`config.mk`:
```
export PLATFORM = sky130hd
export DESIGN_NAME = cstg_scale
export DESIGN_NICKNAME = d
export VERILOG_FILES = /design/src/sv/cstg_pkg.sv /design/src/sv/cstg_scale.sv
export SDC_FILE = /design/constraint.sdc
export NUM_CORES = 1
export LEC_CHECK = 0
export ABC_AREA = 1
export BUFFER_PORTS_ARGS = -buffer_cell sky130_fd_sc_hd__buf_2
export CAP_MARGIN = 15
export CORE_AREA = 5 5 108 185
export DETAILED_ROUTE_END_ITERATION = 10
export DIE_AREA = 0 0 113 190
export GPL_TIMING_DRIVEN = 0
export HOLD_SLACK_MARGIN = 0.15
export PLACE_DENSITY = 0.78
export REMOVE_ABC_BUFFERS = 1
export SETUP_SLACK_MARGIN = 0.5
export SKIP_LAST_GASP = 1
export SLEW_MARGIN = 10
export SYNTH_ARGS = -nofsm -noshare
export SYNTH_HDL_FRONTEND = slang
export SYNTH_SLANG_ARGS = --single-unit
```
`constraint.sdc`:
```
create_clock -name clock -period 6.22 [get_ports clock]
set_clock_uncertainty 0.15 [all_clocks]
set_input_delay 1.244 -clock clock [delete_from_list [all_inputs] [get_ports clock]]
set_output_delay 1.244 -clock clock [all_outputs]
set_load 0.05 [all_outputs]
```
`src/sv/cstg_pkg.sv`:
```
package cstg_pkg;

   localparam int SINE_TABLE_DEPTH_DEFAULT = 1024;
   localparam int PHASE_BITS_DEFAULT       = 32;
   localparam int MAX_BLOCK_FRAMES_DEFAULT = 64;

   localparam logic [31:0] PHASE_INCREMENT_RESET = 32'd39370534;
   localparam logic [16:0] GAIN_RESET            = 17'd32768;
   localparam logic [14:0] CLIP_LIMIT_RESET      = 15'd8192;
   localparam logic [23:0] TOTAL_FRAMES_RESET    = 24'd48000;

   localparam logic [14:0] FULL_SCALE  = 15'd32767;
   localparam logic [63:0] HALF_PI_Q30 = 64'd1686629713;

   typedef enum logic [1:0] {
      CSR_PHASE_INCREMENT,
      CSR_GAIN,
      CSR_CLIP_LIMIT,
      CSR_TOTAL_FRAMES
   } cstg_csr_type;

   typedef enum logic [2:0] {
      ST_FILL,
      ST_IDLE,
      ST_NEXT,
      ST_READ,
      ST_SCALE,
      ST_SHAPE,
      ST_EMIT
   } cstg_state_type;

   typedef struct packed {
      logic        neg;
      logic [14:0] mag;
   } cstg_sine_type;

   // Q30 sine series of a Q30 angle, rounded to unsigned Q0.15 (full scale 32767)
   function automatic logic [14:0] sine_q15(input logic [63:0] x);
      logic [63:0]        x2;
      logic [63:0]        term;
      logic signed [63:0] sum;
      logic [63:0]        v;
      x2   = (x * x) >> 30;
      term = x;
      sum  = $signed(x);
      term = ((term * x2) >> 30) / 64'd6;
      sum  = sum - $signed(term);
      term = ((term * x2) >> 30) / 64'd20;
      sum  = sum + $signed(term);
      term = ((term * x2) >> 30) / 64'd42;
      sum  = sum - $signed(term);
      term = ((term * x2) >> 30) / 64'd72;
      sum  = sum + $signed(term);
      term = ((term * x2) >> 30) / 64'd110;
      sum  = sum - $signed(term);
      if (sum < 0) begin
         sum = 64'sd0;
      end
      v = ($unsigned(sum) * 64'(FULL_SCALE) + (64'd1 << 29)) >> 30;
      if (v > 64'(FULL_SCALE)) begin
         v = 64'(FULL_SCALE);
      end
      return v[14:0];
   endfunction

endpackage

```
`src/sv/cstg_scale.sv`:
```
module cstg_scale (
   input  logic                    clock,
   input  logic                    mul_en,
   input  cstg_pkg::cstg_sine_type sine,
   input  logic [16:0]             gain,
   input  logic [14:0]             clip_limit,
   output logic [15:0]             sample
);
   import cstg_pkg::*;

   logic [31:0] prod_ff;
   logic        neg_ff;
   logic [15:0] scaled;
   logic [14:0] clamped;
   logic [15:0] mag16;

   always_ff @(posedge clock) begin
      if (mul_en) begin
         prod_ff <= {17'd0, sine.mag} * {15'd0, gain};
         neg_ff  <= sine.neg;
      end
   end

   assign scaled  = prod_ff[31:16];
   assign clamped = (scaled > {1'b0, clip_limit}) ? clip_limit : scaled[14:0];
   assign mag16   = {1'b0, clamped};
   assign sample  = neg_ff ? (~mag16 + 16'd1) : mag16;

endmodule

```
Word level (Yosys, flattened, before mapping)
Cells that the tools add are included.
Operators by class
  add/sub/neg operators: 1
  order comparisons: 1
  bitwise logic cells: 1
  multiply operators: 1
  muxes and demuxes: 2
Operators by type and width (number)
  multiplier 15 x 17 -> 32 bit: 1
  adder 16 x 1 -> 16 bit, second input constant: 1
  > comparator 16 x 15 -> 1 bit: 1
  2-to-1 mux 16 bit: 1
  NOT 15 -> 16 bit: 1
  2-to-1 mux 15 bit: 1
Word-level totals
  register bits: 33
  logic and storage cells: 8
  bits of input ports: 50
  output and inout port bits: 16

Depth between registers and ports, before layout
  depth after elaboration: 5
  gate-level depth with buffers: 25
  mapped depth without buffers: 23

Worst setup path after synthesis
OpenSTA, ideal clock, no wires.
  path type: input port to flip-flop
  from: input port sine[9] in the netlist's numbering
  to: register prod_ff[31], data pin
  arrival time: 6.068 ns
  stages: 23
  setup slack: -0.251 ns
  path buffers: 2
  library setup time: 0.252 ns
  cells stage by stage: clkbuf_1 > clkbuf_1 > nand2_1 > fa_1 > inv_1 > fa_1 > fa_1 > fa_1 > fa_1 > inv_1 > fa_1 > inv_1 > ha_1 > nand2_1 > inv_1 > a21oi_1 > inv_1 > a21oi_1 > inv_1 > a21oi_1 > nand2_1 > nand2_1 > nand2_1
Between the ends
  cells in the longest elaborated chain, start to end: 1
RTL lines
  start: declaration: line cstg_scale.sv:4  | input cstg_pkg::cstg_sine_type sine,
  multiplier 15 x 17 -> 32 bit: line cstg_scale.sv:19  | prod_ff <= {17'd0, sine.mag} * {15'd0, gain};
  end signal: assignment: line cstg_scale.sv:19
  end: declaration: line cstg_scale.sv:11  | logic [31:0] prod_ff;
Every way passes these cells.
A chain may end at the register's enable or synchronous reset.

Worst setup path in the final report
  from: input port sine[3] in the netlist's numbering
  to: register prod_ff[26], data pin
The elaborated chain is that of the path after synthesis.

==> flow_summary.ini <==
[placement]
dp_hpwl_mm = 20.7
gp_congestion = 0.872
place_inst = 1666
pre_cts_ws_ns = -0.687
port-buffer-count = 65

[final_layout]
nets = 1830
num-fill-cells = 1444
stdcell_count = 1716
area_growth_pct = 18.9
drive_above_1_share_pct = 18.9
n_antenna_cell = 0

[clocking]
cts_root_buf = clkbuf_16
cts_sinks = 17
cts_tree = built
clk_pin_slew_ns = 0.05
numCtsBuffers = 3
htree_levels = 1
clock_tree.buffer_depth = 2
cts_hold_buf = 0

[synth]
avgSynthCellArea_um2 = 7.31
synth.distinct_cells = 40
synthFlopType = edfxtp_1
yosys_warnings = 0
synth_commonest_cells = 435 x inv_1, 374 x nand2_1, 192 x fa_1, 109 x ha_1
synth_top_area_share_pct = 37.1
synthCells = 1416
synth_edf_count = 17
yosys.area.top_type = fa_1
synth_top_cells_by_area = fa_1 37%, inv_1 16%, nand2_1 14%
syn_area_um2 = 10400
ys_async_sr_fraction_pct = 0
ys_seq_elements = 17
yosysSeqAreaShare_pct = 4.93
synth_most_common_cell = inv_1

[route]
wl_per_cell_um = 16.8
finalWirelength_mm = 28.8
via_count = 9318
vias_per_cell = 5.43
ant_nets = 0
drc = 0
drtIter0Drc = 497
firstDrtPassIters = 7

[outcome]
status = finished, violations left
violations = setup timing

[grt]
grt.total_usage_pct = 26.7
grt_max_degree = 23
antenna_found_initial = 0
gr-total-overflow = 0
grt_pass1_wl_mm = 46.4
grt_pass1_vias = 10300

[sta]
fin_ws_ns = -0.136
final.period_utilization_pct = 102
worstMarginPinSlew_ns = 0.581
min_period_ns = 6.36
fin_setup_tns_ns = -0.379
slew_headroom_pct = 61.2
finalHoldViolCount = 0
setup_viol = 6
slew_violations = 0
rsz0062_at_grt = yes
fmax_mhz = 157
whs_ns = 1.03

[die]
die_x_um = 113
dieArea_um2 = 21500
core_um2 = 18400
rows = 66
io-pin-count = 66
die_h_um = 190
initial_utilization_pct = 56.2

[critical_path]
crit_type = in -> reg
cp_max_fo = 13
cp.arrival_ns = 6.28
start_kind = input pin
required_ns = 6.15
end_kind = flop

[hold_path]
holdPathStages = 1
hp-class = in -> reg
min-delay-start = sine[15]
hold_end = neg_ff$_DFFE_PP_

[flow_run]
cap_violations = 0
-- metal layers --
metal / vias to the layer above / part of all wire, % / GRT usage, %
li1: 4193 / - / -
met1: 4524 / 31 / 25.6
met2: 405 / 56 / 51.9
met3: 196 / 5.4 / 3.25
met4: 0 / 7.2 / 17.1
met5: - / 0 / 0
-- layout make-up --
| type | count | area [µm²] | share of cell area [%] |
|---|---|---|---|
| clock buffer | 4 | 78.8 | 0.640 |
| inverter | 439 | 1650 | 13.4 |
| tap | 238 | 298 | 2.42 |
| timing repair buffer | 111 | 1210 | 9.85 |
| sequential | 17 | 510 | 4.15 |
| multi-input combinational | 907 | 8560 | 69.6 |
-- sequential cells by signal, summed over array words and instances, names as in the netlist --
register / cells
neg_ff: 1
prod_ff: 16
-- cell usage in the layout (no fill, tap or decap), types with 23 or more instances in the layout --
cell,count
nor2_1,37
fa_1,188
nand2_2,32
ha_1,98
nand2_1,344
nand3_1,28
inv_1,398
inv_2,41
a21oi_1,23
buf_4,41
buf_2,33
-- metrics by stage --
| stage | util (%) | area (µm²) |
|---|---|---|
| detailed placement | 58.4 | 10700 |
| finish | 66.9 | 12300 |
| global route | 66.9 | 12300 |
| global placement | 58.4 | 10700 |
| floorplan | - | 10100 |
| CTS | 65.7 | 12100 |
-- worst max-delay path: stages --
cell      delay, ns
buf_12         0.13
nand2_4        0.06
inv_2          0.03
fa_1           0.54
inv_2          0.04
fa_1           0.53
inv_1          0.05
fa_1           0.46
fa_1           0.49
fa_1           0.56
inv_1          0.07
fa_1           0.55
inv_2          0.07
ha_4           0.30
nand2_2        0.09
nor2_2         0.16
inv_1          0.10
o21ai_2        0.20
a31oi_2        0.08
nand3b_1       0.20
nand2_1        0.11
xor2_1         0.20
-- timing repair --
action | 4_1_cts | 5_1_grt
pin swaps | 85 | 38
setup endpoints to repair | 16 | 16
gates cloned | 2 | 1
buffers inserted | 38 | 5
resized for setup | 248 | 45
-- cell families (layout without fill, tap and decap cells) --
logic type / count (synthesis) / in the layout / synth area share (%)
buffers and inverters: 492 / 554 / 18.2
AND/OR/NAND/NOR: 492 / 492 / 19.7
flip-flops: 17 / 17 / 4.93
AO/OA/AOI/OAI: 89 / 89 / 4.81
adder cells (fa/ha/maj): 301 / 301 / 50.3
XOR/XNOR: 25 / 25 / 2.11
-- how the worst max path moves through the flow --
stage / slack (ns) / depth (start not counted) / startpoint / endpoint
2_1_floorplan: 0.14 / 23 / gain[15] / prod_ff[31]$_DFFE_PP_
3_3_place_gp: -0.61 / 22 / sine[6] / prod_ff[31]$_DFFE_PP_
3_5_place_dp: -0.69 / 22 / sine[6] / prod_ff[31]$_DFFE_PP_
4_1_cts: 0.08 / 19 / gain[10] / prod_ff[26]$_DFFE_PP_
5_1_grt: -0.26 / 22 / sine[3] / prod_ff[26]$_DFFE_PP_
6_report: -0.14 / 22 / sine[3] / prod_ff[26]$_DFFE_PP_
Power is left out: the tool's default activity adds up to more than one toggle a clock period on the data nets, which glitch-free logic cannot reach.
